--- src/i2cm_pkg.sv ---
// Shared types, codes and constants of the I2C master transaction engine.
package i2cm_pkg;

  localparam int unsigned ReadSlotsDef    = 4;
  localparam int unsigned WriteSlotsDef   = 4;
  localparam int unsigned MaxReadLenDef   = 8;

  localparam logic [1:0] CMD_RD_ENQ = 2'd0;
  localparam logic [1:0] CMD_WR_ENQ = 2'd1;
  localparam logic [1:0] CMD_BUS    = 2'd2;

  localparam logic [2:0] ACT_NONE    = 3'd0;
  localparam logic [2:0] ACT_START   = 3'd1;
  localparam logic [2:0] ACT_STOP    = 3'd2;
  localparam logic [2:0] ACT_SEND    = 3'd3;
  localparam logic [2:0] ACT_RX_ACK  = 3'd4;
  localparam logic [2:0] ACT_RX_NACK = 3'd5;
  localparam logic [2:0] ACT_RELEASE = 3'd6;

  localparam logic [1:0] RC_OK      = 2'd0;
  localparam logic [1:0] RC_BUSY    = 2'd1;
  localparam logic [1:0] RC_INVALID = 2'd2;

  localparam logic [2:0] ERR_NONE     = 3'd0;
  localparam logic [2:0] ERR_ADDR     = 3'd1;
  localparam logic [2:0] ERR_DATA     = 3'd2;
  localparam logic [2:0] ERR_ARB      = 3'd3;
  localparam logic [2:0] ERR_BUS      = 3'd4;

  localparam logic [1:0] MODE_READY     = 2'd0;
  localparam logic [1:0] MODE_REG_READ  = 2'd1;
  localparam logic [1:0] MODE_RMW_READ  = 2'd2;
  localparam logic [1:0] MODE_RMW_WRITE = 2'd3;

  localparam logic [4:0] ST_START    = 5'h01;
  localparam logic [4:0] ST_RSTART   = 5'h02;
  localparam logic [4:0] ST_SLAW_ACK = 5'h03;
  localparam logic [4:0] ST_SLAW_NAK = 5'h04;
  localparam logic [4:0] ST_DATW_ACK = 5'h05;
  localparam logic [4:0] ST_DATW_NAK = 5'h06;
  localparam logic [4:0] ST_ARB      = 5'h07;
  localparam logic [4:0] ST_SLAR_ACK = 5'h08;
  localparam logic [4:0] ST_SLAR_NAK = 5'h09;
  localparam logic [4:0] ST_DATR_ACK = 5'h0A;
  localparam logic [4:0] ST_DATR_NAK = 5'h0B;
  localparam logic [4:0] ST_BUS_ERR  = 5'h00;

  // Slot word: valid, device, register, value, mask, length.
  typedef struct packed {
    logic       valid;
    logic [6:0] dev;
    logic [7:0] reg_addr;
    logic [7:0] value;
    logic [7:0] mask;
    logic [3:0] len;
  } slot_t;

  typedef struct packed {
    logic [2:0] action;
    logic [7:0] send_byte;
    logic       read_valid;
    logic [7:0] read_byte;
    logic [2:0] read_index;
    logic [1:0] reply_code;
    logic [2:0] error_kind;
    logic       last;
  } result_t;

endpackage

--- src/i2c_master_transaction_engine_core.sv ---
// Top level of the I2C master transaction engine.
// The first result is offered once its request is registered and executed (EXEC); a stop,
// or an enqueue while ready, passes through dispatch (DISP) first, and a starting slot adds
// its registered slot read (LOAD) after the pick. Input is held off until all results are
// taken. A second result, when there is one, follows the first.
// Reset clears all slot valid bits, mode and recorded error at once.
module i2c_master_transaction_engine_core
  import i2cm_pkg::*;
#(
  parameter int unsigned READ_SLOTS      = ReadSlotsDef,
  parameter int unsigned WRITE_SLOTS     = WriteSlotsDef,
  parameter int unsigned MAX_READ_LENGTH = MaxReadLenDef
) (
  input  logic        clk_i,
  input  logic        rst_ni,
  input  logic        s_axis_tvalid,
  output logic        s_axis_tready,
  // command[1:0]
  input  logic [1:0]  s_axis_tuser,
  // priority_req[2:0] device_address[9:3] register_address[17:10] read_length[21:18]
  // write_value[29:22] write_mask[37:30] bus_status[45:38] bus_data[53:46] zero[55:54]
  input  logic [55:0] s_axis_tdata,
  output logic        m_axis_tvalid,
  input  logic        m_axis_tready,
  // read_valid[0]
  output logic        m_axis_tuser,
  // bus_action[2:0] send_byte[10:3] read_byte[18:11] read_index[21:19]
  // reply_code[23:22] error_kind[26:24] zero[31:27]
  output logic [31:0] m_axis_tdata,
  output logic        m_axis_tlast
);

  localparam int unsigned RIdxW = (READ_SLOTS > 1) ? $clog2(READ_SLOTS) : 1;
  localparam int unsigned WIdxW = (WRITE_SLOTS > 1) ? $clog2(WRITE_SLOTS) : 1;
  localparam int unsigned MaxP  = (READ_SLOTS > WRITE_SLOTS) ? READ_SLOTS : WRITE_SLOTS;

  localparam logic [2:0] S_IDLE  = 3'd0;
  localparam logic [2:0] S_EXEC  = 3'd1;
  localparam logic [2:0] S_DISP  = 3'd2;
  localparam logic [2:0] S_LOAD  = 3'd3;
  localparam logic [2:0] S_OUT1  = 3'd4;
  localparam logic [2:0] S_OUT2  = 3'd5;

  logic [2:0] state_q, state_d;
  logic [55:0] in_q;
  logic [1:0]  mode_q, mode_d;
  logic [7:0]  addr_q, addr_d, areg_q, areg_d, mval_q, mval_d, mmsk_q, mmsk_d;
  logic [3:0]  bidx_q, bidx_d, blim_q, blim_d;
  logic [2:0]  err_q, err_d;
  logic [7:0]  wbuf0_q, wbuf0_d, wbuf1_q, wbuf1_d;
  result_t     r0_q, r0_d, r1_q, r1_d;
  logic        two_q, two_d;
  logic        disp_rd_q, disp_rd_d;

  logic [1:0] cmd;
  logic [2:0] prio;
  logic [6:0] dev;
  logic [7:0] regb, wval, wmsk, data;
  logic [3:0] len, len_c;
  logic [4:0] st;

  assign cmd  = in_q[1:0];
  assign prio = in_q[4:2];
  assign dev  = in_q[11:5];
  assign regb = in_q[19:12];
  assign len  = in_q[23:20];
  assign wval = in_q[31:24];
  assign wmsk = in_q[39:32];
  assign data = in_q[55:48];
  assign st   = in_q[47:43];

  // memories
  logic rd_wr_en, wr_wr_en, rd_clr, wr_clr, rd_rd_en, wr_rd_en;
  logic [RIdxW-1:0] rd_ridx, rd_clr_idx;
  logic [WIdxW-1:0] wr_ridx, wr_clr_idx;
  slot_t rd_wdata, wr_wdata, rd_rdata, wr_rdata;
  logic [READ_SLOTS-1:0]  rd_valid;
  logic [WRITE_SLOTS-1:0] wr_valid;

  i2cm_slot_mem #(.Slots(READ_SLOTS)) u_rd_mem (
    .clk_i, .rst_ni,
    .rd_en_i(rd_rd_en), .rd_idx_i(rd_ridx), .rd_data_o(rd_rdata),
    .wr_en_i(rd_wr_en), .wr_idx_i(prio[RIdxW-1:0]), .wr_data_i(rd_wdata),
    .clr_en_i(rd_clr), .clr_idx_i(rd_clr_idx), .valid_o(rd_valid)
  );

  i2cm_slot_mem #(.Slots(WRITE_SLOTS)) u_wr_mem (
    .clk_i, .rst_ni,
    .rd_en_i(wr_rd_en), .rd_idx_i(wr_ridx), .rd_data_o(wr_rdata),
    .wr_en_i(wr_wr_en), .wr_idx_i(prio[WIdxW-1:0]), .wr_data_i(wr_wdata),
    .clr_en_i(wr_clr), .clr_idx_i(wr_clr_idx), .valid_o(wr_valid)
  );

  // priority pick over valid bits
  logic             pick_any, pick_rd;
  logic [RIdxW-1:0] pick_ridx;
  logic [WIdxW-1:0] pick_widx;
  always_comb begin
    pick_any  = 1'b0;
    pick_rd   = 1'b0;
    pick_ridx = '0;
    pick_widx = '0;
    for (int p = MaxP - 1; p >= 0; p--) begin
      if (p < WRITE_SLOTS && wr_valid[p]) begin
        pick_any = 1'b1; pick_rd = 1'b0; pick_widx = WIdxW'(p);
      end
      if (p < READ_SLOTS && rd_valid[p]) begin
        pick_any = 1'b1; pick_rd = 1'b1; pick_ridx = RIdxW'(p);
      end
    end
  end

  // enqueue decode
  logic [1:0] enq_rc;
  logic       rd_busy, wr_busy;
  always_comb begin
    rd_busy = 1'b0;
    wr_busy = 1'b0;
    for (int p = 0; p < READ_SLOTS; p++) begin
      if (prio == 3'(p)) rd_busy = rd_valid[p];
    end
    for (int p = 0; p < WRITE_SLOTS; p++) begin
      if (prio == 3'(p)) wr_busy = wr_valid[p];
    end
    if (cmd == CMD_RD_ENQ) begin
      enq_rc = ({1'b0, prio} >= 4'(READ_SLOTS)) ? RC_INVALID :
               (rd_busy ? RC_BUSY : RC_OK);
    end else begin
      enq_rc = ({1'b0, prio} >= 4'(WRITE_SLOTS)) ? RC_INVALID :
               (wr_busy ? RC_BUSY : RC_OK);
    end
    len_c = (len == 4'd0) ? 4'd1 :
            ((len > 4'(MAX_READ_LENGTH)) ? 4'(MAX_READ_LENGTH) : len);
  end

  always_comb begin
    rd_wdata          = '0;
    rd_wdata.valid    = 1'b1;
    rd_wdata.dev      = dev;
    rd_wdata.reg_addr = regb;
    rd_wdata.len      = len_c;
    wr_wdata          = '0;
    wr_wdata.valid    = 1'b1;
    wr_wdata.dev      = dev;
    wr_wdata.reg_addr = regb;
    wr_wdata.value    = wval;
    wr_wdata.mask     = wmsk;
  end

  function automatic result_t mk(input logic [2:0] act, input logic [7:0] sb,
                                 input logic rv, input logic [7:0] rb,
                                 input logic [2:0] ri, input logic [1:0] rc,
                                 input logic [2:0] ek);
    result_t r;
    r.action     = act;
    r.send_byte  = sb;
    r.read_valid = rv;
    r.read_byte  = rv ? rb : 8'd0;
    r.read_index = rv ? ri : 3'd0;
    r.reply_code = rc;
    r.error_kind = ek;
    r.last       = 1'b0;
    return r;
  endfunction

  logic in_fire, out_fire;
  assign in_fire  = s_axis_tvalid && s_axis_tready;
  assign out_fire = m_axis_tvalid && m_axis_tready;
  assign s_axis_tready = (state_q == S_IDLE);

  logic       addr_phase;
  logic [3:0] bidx_inc;
  logic       more;
  assign addr_phase = (mode_q == MODE_REG_READ) || (mode_q == MODE_RMW_READ);
  assign bidx_inc   = bidx_q + 4'd1;

  always_comb begin
    state_d   = state_q;
    mode_d    = mode_q;
    addr_d    = addr_q;
    areg_d    = areg_q;
    mval_d    = mval_q;
    mmsk_d    = mmsk_q;
    bidx_d    = bidx_q;
    blim_d    = blim_q;
    err_d     = err_q;
    wbuf0_d   = wbuf0_q;
    wbuf1_d   = wbuf1_q;
    r0_d      = r0_q;
    r1_d      = r1_q;
    two_d     = two_q;
    disp_rd_d = disp_rd_q;
    rd_wr_en  = 1'b0;
    wr_wr_en  = 1'b0;
    rd_clr    = 1'b0;
    wr_clr    = 1'b0;
    rd_rd_en  = 1'b0;
    wr_rd_en  = 1'b0;
    rd_ridx   = pick_ridx;
    wr_ridx   = pick_widx;
    rd_clr_idx = pick_ridx;
    wr_clr_idx = pick_widx;
    more      = 1'b0;

    unique case (state_q)
      S_IDLE: begin
        if (in_fire) state_d = S_EXEC;
      end
      S_EXEC: begin
        two_d   = 1'b0;
        state_d = S_OUT1;
        if (cmd == CMD_RD_ENQ || cmd == CMD_WR_ENQ) begin
          r0_d = mk(ACT_NONE, 8'd0, 1'b0, 8'd0, 3'd0, enq_rc, err_q);
          if (enq_rc == RC_OK) begin
            if (cmd == CMD_RD_ENQ) rd_wr_en = 1'b1;
            else wr_wr_en = 1'b1;
            if (mode_q == MODE_READY) begin
              two_d   = 1'b0;
              state_d = S_DISP;
            end
          end
        end else if (cmd != CMD_BUS) begin
          r0_d = mk(ACT_NONE, 8'd0, 1'b0, 8'd0, 3'd0, RC_OK, err_q);
        end else begin
          r0_d = mk(ACT_NONE, 8'd0, 1'b0, 8'd0, 3'd0, RC_OK, err_q);
          case (st)
            ST_START, ST_RSTART: begin
              r0_d = mk(ACT_SEND, addr_q, 1'b0, 8'd0, 3'd0, RC_OK, err_q);
            end
            ST_SLAW_ACK, ST_DATW_ACK: begin
              if (addr_phase && st == ST_SLAW_ACK) begin
                r0_d = mk(ACT_SEND, areg_q, 1'b0, 8'd0, 3'd0, RC_OK, err_q);
              end else if (addr_phase) begin
                r0_d   = mk(ACT_STOP, 8'd0, 1'b0, 8'd0, 3'd0, RC_OK, err_q);
                r1_d   = mk(ACT_START, 8'd0, 1'b0, 8'd0, 3'd0, RC_OK, err_q);
                two_d  = 1'b1;
                addr_d = addr_q | 8'd1;
              end else if (mode_q == MODE_RMW_WRITE && bidx_q < blim_q) begin
                r0_d = mk(ACT_SEND, bidx_q[0] ? wbuf1_q : wbuf0_q, 1'b0, 8'd0,
                          3'd0, RC_OK, err_q);
                bidx_d = bidx_inc;
              end else begin
                more = 1'b1;
              end
            end
            ST_SLAW_NAK: begin
              err_d = ERR_ADDR; more = 1'b1;
            end
            ST_DATW_NAK: begin
              err_d = ERR_DATA; more = 1'b1;
            end
            ST_ARB: begin
              err_d  = ERR_ARB;
              mode_d = MODE_READY;
              r0_d   = mk(ACT_RELEASE, 8'd0, 1'b0, 8'd0, 3'd0, RC_OK, ERR_ARB);
            end
            ST_SLAR_ACK: begin
              r0_d = mk((bidx_q < blim_q) ? ACT_RX_ACK : ACT_RX_NACK, 8'd0,
                        1'b0, 8'd0, 3'd0, RC_OK, err_q);
            end
            ST_DATR_ACK: begin
              if (mode_q == MODE_RMW_READ && bidx_q == 4'd0) wbuf0_d = data;
              bidx_d = bidx_inc;
              r0_d = mk((bidx_inc < blim_q) ? ACT_RX_ACK : ACT_RX_NACK, 8'd0,
                        mode_q == MODE_REG_READ, data, bidx_q[2:0], RC_OK, err_q);
            end
            ST_DATR_NAK: begin
              if (mode_q == MODE_RMW_READ) begin
                wbuf1_d = ((bidx_q == 4'd0 ? data : wbuf0_q) & ~mmsk_q) |
                          (mval_q & mmsk_q);
                wbuf0_d = areg_q;
                bidx_d  = 4'd0;
                blim_d  = 4'd2;
                mode_d  = MODE_RMW_WRITE;
                addr_d  = addr_q & 8'hFE;
                r0_d = mk(ACT_START, 8'd0, 1'b0, 8'd0, 3'd0, RC_OK, err_q);
              end else begin
                bidx_d = bidx_inc;
                more   = 1'b1;
              end
            end
            ST_SLAR_NAK: more = 1'b1;
            ST_BUS_ERR: begin
              err_d = ERR_BUS; more = 1'b1;
            end
            default: ;
          endcase
          if (more) begin
            mode_d = MODE_READY;
            r0_d = mk(ACT_STOP, 8'd0,
                      st == ST_DATR_NAK && mode_q == MODE_REG_READ, data,
                      bidx_q[2:0], RC_OK, err_d);
            state_d = S_DISP;
          end
        end
      end
      S_DISP: begin
        if (pick_any) begin
          disp_rd_d = pick_rd;
          rd_rd_en  = pick_rd;
          wr_rd_en  = !pick_rd;
          rd_clr    = pick_rd;
          wr_clr    = !pick_rd;
          state_d   = S_LOAD;
        end else begin
          state_d = S_OUT1;
        end
      end
      S_LOAD: begin
        err_d  = ERR_NONE;
        bidx_d = 4'd0;
        if (disp_rd_q) begin
          mode_d = MODE_REG_READ;
          addr_d = {rd_rdata.dev, 1'b0};
          areg_d = rd_rdata.reg_addr;
          blim_d = rd_rdata.len - 4'd1;
        end else begin
          mode_d = MODE_RMW_READ;
          addr_d = {wr_rdata.dev, 1'b0};
          areg_d = wr_rdata.reg_addr;
          mval_d = wr_rdata.value;
          mmsk_d = wr_rdata.mask;
          blim_d = 4'd0;
        end
        if (cmd == CMD_BUS) begin
          two_d = 1'b1;
          r1_d  = mk(ACT_START, 8'd0, 1'b0, 8'd0, 3'd0, RC_OK, ERR_NONE);
        end else begin
          r0_d.action     = ACT_START;
          r0_d.error_kind = ERR_NONE;
        end
        state_d = S_OUT1;
      end
      S_OUT1: begin
        if (out_fire) state_d = two_q ? S_OUT2 : S_IDLE;
      end
      S_OUT2: begin
        if (out_fire) state_d = S_IDLE;
      end
      default: state_d = S_IDLE;
    endcase
  end

  always_ff @(posedge clk_i) begin
    if (in_fire) in_q <= {s_axis_tdata[53:0], s_axis_tuser};
    r0_q      <= r0_d;
    r1_q      <= r1_d;
    two_q     <= two_d;
    disp_rd_q <= disp_rd_d;
    wbuf0_q   <= wbuf0_d;
    wbuf1_q   <= wbuf1_d;
  end

  always_ff @(posedge clk_i or negedge rst_ni) begin
    if (!rst_ni) begin
      state_q <= S_IDLE;
      mode_q  <= MODE_READY;
      addr_q  <= '0;
      areg_q  <= '0;
      mval_q  <= '0;
      mmsk_q  <= '0;
      bidx_q  <= '0;
      blim_q  <= '0;
      err_q   <= ERR_NONE;
    end else begin
      state_q <= state_d;
      mode_q  <= mode_d;
      addr_q  <= addr_d;
      areg_q  <= areg_d;
      mval_q  <= mval_d;
      mmsk_q  <= mmsk_d;
      bidx_q  <= bidx_d;
      blim_q  <= blim_d;
      err_q   <= err_d;
    end
  end

  result_t r_out;
  always_comb begin
    r_out      = (state_q == S_OUT2) ? r1_q : r0_q;
    r_out.last = (state_q == S_OUT2) || !two_q;
  end

  assign m_axis_tvalid = (state_q == S_OUT1) || (state_q == S_OUT2);
  assign m_axis_tlast  = r_out.last;
  assign m_axis_tuser  = r_out.read_valid;
  assign m_axis_tdata  = {5'd0, r_out.error_kind, r_out.reply_code, r_out.read_index,
                          r_out.read_byte, r_out.send_byte, r_out.action};

  a_no_accept_busy: assert property (@(posedge clk_i) disable iff (!rst_ni)
    (state_q != S_IDLE) |-> !s_axis_tready)
    else $error("request accepted while busy");
  a_load_after_disp: assert property (@(posedge clk_i) disable iff (!rst_ni)
    (state_q == S_LOAD) |-> ($past(state_q) == S_DISP))
    else $error("slot load without dispatch");
  a_start_clears_err: assert property (@(posedge clk_i) disable iff (!rst_ni)
    (state_q == S_LOAD) |=> (err_q == ERR_NONE))
    else $error("error not cleared on start");
  a_clear_picked: assert property (@(posedge clk_i) disable iff (!rst_ni)
    (rd_clr || wr_clr) |-> pick_any)
    else $error("slot cleared with nothing pending");

endmodule

--- src/i2cm_slot_mem.sv ---
// Slot memory: one synchronous RAM per queue with a valid bit per slot.
module i2cm_slot_mem
  import i2cm_pkg::*;
#(
  parameter int unsigned Slots = ReadSlotsDef,
  localparam int unsigned IdxW = (Slots > 1) ? $clog2(Slots) : 1
) (
  input  logic            clk_i,
  input  logic            rst_ni,
  input  logic            rd_en_i,
  input  logic [IdxW-1:0] rd_idx_i,
  output slot_t           rd_data_o,
  input  logic            wr_en_i,
  input  logic [IdxW-1:0] wr_idx_i,
  input  slot_t           wr_data_i,
  input  logic            clr_en_i,
  input  logic [IdxW-1:0] clr_idx_i,
  output logic [Slots-1:0] valid_o
);

  slot_t            mem_q [Slots];
  slot_t            rd_q;
  logic [Slots-1:0] valid_q;

  always_ff @(posedge clk_i) begin
    if (wr_en_i) begin
      mem_q[wr_idx_i] <= wr_data_i;
    end
    if (rd_en_i) begin
      rd_q <= mem_q[rd_idx_i];
    end
  end

  always_ff @(posedge clk_i or negedge rst_ni) begin
    if (!rst_ni) begin
      valid_q <= '0;
    end else begin
      if (clr_en_i) begin
        valid_q[clr_idx_i] <= 1'b0;
      end
      if (wr_en_i) begin
        valid_q[wr_idx_i] <= 1'b1;
      end
    end
  end

  assign rd_data_o = rd_q;
  assign valid_o   = valid_q;

endmodule
--- config.mk ---
export PLATFORM = sky130hd
export DESIGN_NAME = i2c_master_transaction_engine_core
export DESIGN_NICKNAME = d
export VERILOG_FILES = /design/src/i2cm_pkg.sv /design/src/i2c_master_transaction_engine_core.sv /design/src/i2cm_slot_mem.sv
export SDC_FILE = /design/constraint.sdc
export NUM_CORES = 1
export LEC_CHECK = 0
export ABC_AREA = 1
export BUFFER_PORTS_ARGS = -buffer_cell sky130_fd_sc_hd__buf_2
export CORE_MARGIN = 5
export CORE_UTILIZATION = 27
export DETAILED_ROUTE_END_ITERATION = 7
export PLACE_DENSITY = 0.48
export SLEW_MARGIN = 20
export SYNTH_ARGS = -nofsm -noshare
export SYNTH_HDL_FRONTEND = slang
export SYNTH_SLANG_ARGS = --single-unit
--- constraint.sdc ---
create_clock -name clk_i -period 7.9 [get_ports clk_i]
set_clock_uncertainty 0.15 [all_clocks]
set_input_delay 1.58 -clock clk_i [delete_from_list [all_inputs] [get_ports clk_i]]
set_output_delay 1.58 -clock clk_i [all_outputs]
set_load 0.1 [all_outputs]
Word level (Yosys, flattened, before mapping)
Memory sizes are Yosys's and may differ from the RTL's. A register that Yosys moved wholly into a read port is not among the register bits.
Cells that the tools add are included.
{"block": "word_totals", "regBits": 188, "ram_bits": 200, "out_inout_bits": 36, "word_cells": 308, "n_memories": 2}
{"block": "classes", "n_addsub": 2, "order_cmp": 10, "n_eq_ne": 48, "muxes": 155, "bitwise_logic": 14, "reduce_logical": 44}
{"name": "u_wr_mem.mem_q", "depth": 4, "width": 31, "read_ports": 1, "rd_ports_with_merged_regs": 1, "wr": 1, "line_no": "i2cm_slot_mem.sv:21", "source": "slot_t mem_q [Slots];"}
{"name": "u_rd_mem.mem_q", "depth": 4, "width": 19, "read_ports": 1, "rd_ports_with_merged_regs": 1, "wr": 1, "line_no": "i2cm_slot_mem.sv:21"}
{"op": "29-bit 2-to-1 mux", "count": 10}
{"op": "29-bit one-hot mux with 6 select lines", "count": 1}
{"op": "28-bit 2-to-1 mux", "count": 3}
{"op": "4-bit 2-to-1 mux", "count": 17}
{"op": "1-bit 2-to-1 mux", "count": 64}
{"op": "8-bit 2-to-1 mux", "count": 8}
{"op": "29-bit one-hot mux with 2 select lines", "count": 1}
{"op": "3-bit 2-to-1 mux", "count": 16}
{"op": "2-bit 2-to-1 mux", "count": 16}
{"op": "8-bit one-hot mux with 2 select lines", "count": 2}
{"op": "27-bit 2-to-1 mux", "count": 1}
{"op": "2-bit != test, second input constant", "count": 13}
{"op": "7-bit AND reduction", "count": 3}
{"op": "5-bit by 3-bit equality test with 1-bit output, second input constant", "count": 4}
{"op": "5-bit by 4-bit equality test with 1-bit output, second input constant", "count": 4}
{"op": "3-bit one-hot mux with 2 select lines", "count": 3}
{"op": "3-bit one-hot mux with 6 select lines", "count": 1}
{"op": "8-bit bitwise AND", "count": 2}
{"op": "4-bit one-hot mux with 2 select lines", "count": 2}
{"op": "3-bit != test, second input constant", "count": 5}
{"op": "5-bit AND reduction", "count": 3}
{"op": "3-bit by 2-bit equality test with 1-bit output, second input constant", "count": 4}
{"op": "3-bit one-hot mux with 4 select lines", "count": 1}
{"op": "4-bit one-hot mux with 3 select lines", "count": 1}
{"op": "42 further kinds", "count": 88}

Longest topological paths before layout
{"block": "logic_depth", "ltp_word": 14, "ltp_mapped": 13, "ltp_nobuf": 13}

Modules after synthesis
A second synthesis with hierarchy kept.
{"block": "unflattened", "cells_unflattened": 1960, "area_unflattened_um2": 21863.5}
{"mod": "i2cm_slot_mem (u_wr_mem)", "instances": 1, "cells_each": 627, "area_each_um2": 7368.3, "seq_area_each_um2": 5505.3}
{"mod": "i2cm_slot_mem (u_rd_mem)", "instances": 1, "cells_each": 627, "area_each_um2": 7364.6, "seq_area_each_um2": 5505.3}
{"mod": "i2c_master_transaction_engine_core", "instances": 1, "cells_each": 706, "area_each_um2": 7130.6, "seq_area_each_um2": 4264.1}

Worst setup path after synthesis
Ideal clock, no wire load.
{"block": "synth_path", "path_type": "reg-to-output", "from": "reg state_q[1]", "to": "out m_axis_tdata[0]", "t_arrival_ps": 3107, "t_required_ps": 6170, "setup_slack_ps": 3063, "stages_incl_launch_ff": 6, "n_path_buf": 2, "cell_sequence": "dfrtp_1 > nor2_1 > nand2_1 > clkbuf_1 > clkbuf_1 > nand2_1"}
{"block": "synth_via", "elab_chain_cells": 2}
{"element": "start, declared", "line_no": "i2c_master_transaction_engine_core.sv:44", "source": "logic [2:0] state_q, state_d;"}
{"element": "start signal, assigned", "line_no": "i2c_master_transaction_engine_core.sv:366", "source": "state_q <= state_d;"}
{"element": "3-bit equality test", "line_no": "i2c_master_transaction_engine_core.sv:380", "source": "r_out = (state_q == S_OUT2) ? r1_q : r0_q;"}
{"element": "29-bit 2-to-1 mux", "line_no": "i2c_master_transaction_engine_core.sv:380"}
{"element": "end, declared", "line_no": "i2c_master_transaction_engine_core.sv:29", "source": "output logic [31:0] m_axis_tdata,"}
No other way between the ends.

Worst setup path in the final report
{"block": "layout_path", "from": "reg state_q[1]", "to": "out m_axis_tdata[26]"}
Same word-level chain as after synthesis.

==> results.md <==
- Status: completed
- Die height: 257 µm
- H-tree Lvls: 2
- Placed Area: 0.0178 mm²
- Final setup viols: 0
- CTS Root Cell: clkbuf_16
- Cell internal pwr: 4500 µW
- Max IR drop VDD: 0.206 mV
- Clock slew at reported path FFs: 0.06 ns
- CTS tree: built
- Fin Setup TNS: 0 ns
- Setup repair after global routing missed its margin: false
- Leak: 0.00718 µW
- Final hold violation count: 0
- First-pass GRT wire length: 63200 µm
- Final WL: 41300 µm
- WHS Path Cells: 1
- Post-synth EDFFs: 352
- Startpoint class of the critical path: flip-flop
- # rows: 90
- Post-CTS setup buffer count: 0
- Distinct cells, synth: 44
- Ant. Diodes: 0
- # IOs: 98
- Pins Over Slew Limit: 0
- Post-route DRC: 0
- Vias per Instance: 4.56
- Clock power share: 26.9%
- Post-Syn Area: 0.0165 mm²
- Largest area contributor in the netlist: edfxtp_1
- Gr ovfl total: 0
- Top_reg_cell synth: edfxtp_1
- P per Cell Area: 382 mW/mm²
- Final worst path period need: 4.16 ns
- Vias in the first global route: 10.3k
- All-Layer GR Usage: 12.3%
- Share of the synthesized area in the top cell type: 64.0%
- Top-count cell post-synth: edfxtp_1
- DRT iter0 DRCs: 695
- Crit-path max FO: 29
- Main area contributors after synthesis: edfxtp_1 64%, dfrtp_1 8.5%, inv_1 3.6%, nand2_1 3.6%, nor2_1 3.2%
- CORE AREA: 0.0605 mm²
- Synth warnings: 0
- Power share of the combinational group: 30.9%
- Design Area, Final: 0.0192 mm²
- Most frequent cells after synthesis: 352 x edfxtp_1, 160 x inv_1, 159 x nand2_1, 141 x nor2_1, 105 x nand3_1
- Reg power frac: 42.2%
- Number of synthesized register bits: 408
- Initial antenna violation count: 1
- Overall Power: 7330 µW
- Drt first pass iters: 5
- Synth Area per Inst: 12.6 µm²
- DR WL/cell: 18.6 µm
- Cts-stage hold buffer count: 0
- Slew @ Worst Pin: 0.992 ns
- Final ANT Viol Nets: 0
- Die Span X: 257 µm
- Finished Core Util: 31.7%
- Worst slew margin: 33.8%
- Largest net degree at the start of global routing: 57
- Final period util: 52.7%
- Mapped Cells: 1307
- Setup CP Type: reg2out
- NetSw: 2830 µW
- Post-DP HPWL: 25900 µm
- Worst path arrival time: 2.43 ns
- IO buf count: 87
- Crit end category: output port
- Nets: 1477
- Max Fclk: 0.240 GHz
- Hold Slack: 0.330 ns
- CTS resizes: 0
- Share of cells above drive strength 1: 15.3%
- Switching fraction of total power: 38.7%
- Worst Reg-to-Reg Cells: 8
- Max cap viols: 0
- Area Overhead vs Synth: 16.3%
- HP Class: reg2reg
- CP required: 6.17 ns
- Die area: 0.0662 mm²
- Post-synthesis sequential area ratio: 72.5%
- Clk_lat worst skew: 0.58 ns
- GP Congestion: 0.813
- Sink Count: 408
- Starting Density: 27.3%
- CTS Buf Count: 44
- Worst-case clock buffer depth: 3
- Async set-reset flop share out of synthesis: 13.7%
- Routed vias: 10.1k
==> final cells by class <==
| class | count | area [µm²] |
|---|---|---|
| Inverter | 168 | 631 |
| Sequential cell | 408 | 12000 |
| Timing Repair Buffer | 102 | 548 |
| Clock buffer | 54 | 1140 |
| Clock inverter | 26 | 230 |
| Multi-Input combinational cell | 678 | 3700 |
| Fill cell | 5986 | 41300 |
| Tap cell | 782 | 978 |
==> layer usage <==
metal,share of wire (%),GRT usage [%]
met5,0,0
met4,2.4,3.82
met3,5.3,2.59
met2,49,20.7
met1,43,16.1
==> state kept, by name, indices dropped and copies added (netlist names), 19 cells and up <==
signal              count
in_q                   53
r0_q                   28
u_rd_mem.mem_q         76
u_rd_mem.rd_data_o     19
u_wr_mem.mem_q        124
u_wr_mem.rd_data_o     31
==> final timing paths <==
check | from | end | slack, ns
setup / recovery | state_q[1]$_DFFE_PN0P_ | m_axis_tdata[26] | 3.74
hold / removal | u_wr_mem.rd_data_o[7]$_DFFE_PP_ | mmsk_q[3]$_DFFE_PN0P_ | 0.33
min in group asynchronous | rst_ni | mmsk_q[0]$_DFFE_PN0P_ | 1.03
hold reg to reg | u_wr_mem.rd_data_o[7]$_DFFE_PP_ | mmsk_q[3]$_DFFE_PN0P_ | 0.33
setup reg to reg | u_wr_mem.valid_o[2]$_DFF_PN0_ | u_wr_mem.rd_data_o[32]$_DFFE_PP_ | 4.56
max in group asynchronous | rst_ni | u_wr_mem.valid_o[2]$_DFF_PN0_ | 5.98
==> power by group through the flow <==
| stage | registers [µW] | logic (µW) | clock network, µW |
|---|---|---|---|
| after global placement | 3140 | 2280 | 0 |
| after CTS | 3100 | 2300 | 2030 |
| after floorplan | 2980 | 1700 | 0 |
| final | 3090 | 2270 | 1970 |
| after global routing | 3140 | 2490 | 2120 |
| after detailed placement | 3140 | 2300 | 0 |
==> through the flow <==
stage          setup slack (ns)  instances
5_1_grt                    3.49       2218
3_3_place_gp               3.96       2138
3_5_place_dp               3.91       2138
4_1_cts                    3.28       2218
2_1_floorplan              3.06       1311
6_report                   3.74       2218
==> placed cells by master, fill, tap and decap left out, types with 3 or more instances in the layout <==
cell	instances
edfxtp_1	352
nand2_1	158
inv_1	155
nor2_1	138
nand3_1	104
buf_2	87
o21ai_0	72
dfrtp_1	55
clkbuf_16	44
o221ai_1	43
a21oi_1	29
o311ai_0	19
mux2_2	17
buf_4	15
o22ai_1	13
ha_1	13
clkinv_1	12
inv_2	11
o31ai_1	10
clkbuf_1	10
clkinv_2	8
nor3_1	6
nor2_4	5
nand2_2	5
nor2_2	5
o211ai_1	5
nand3_2	5
conb_1	5
xnor2_1	3
nand4_1	3
bufinv_16	3
==> cell families after synthesis <==
family / Yosys count / synth area share, %
and+or+nand+nor: 437 / 11.6
AOI/OAI and AO/OA: 200 / 7.92
DFF: 408 / 72.5
xor gates and xnor gates: 4 / 0.212
other: 1 / 0.0227
muxes: 19 / 1.30
buffers and inverters: 225 / 5.44
adders and majority gates: 13 / 0.985
==> worst max-delay path, cell delays in order, from the launching register on <==
cell     delay, ns
dfrtp_1       0.42
nor2_1        0.27
nand2_2       0.39
mux2_2        0.34
buf_2         0.42
Power figures use the tool's default switching activity.
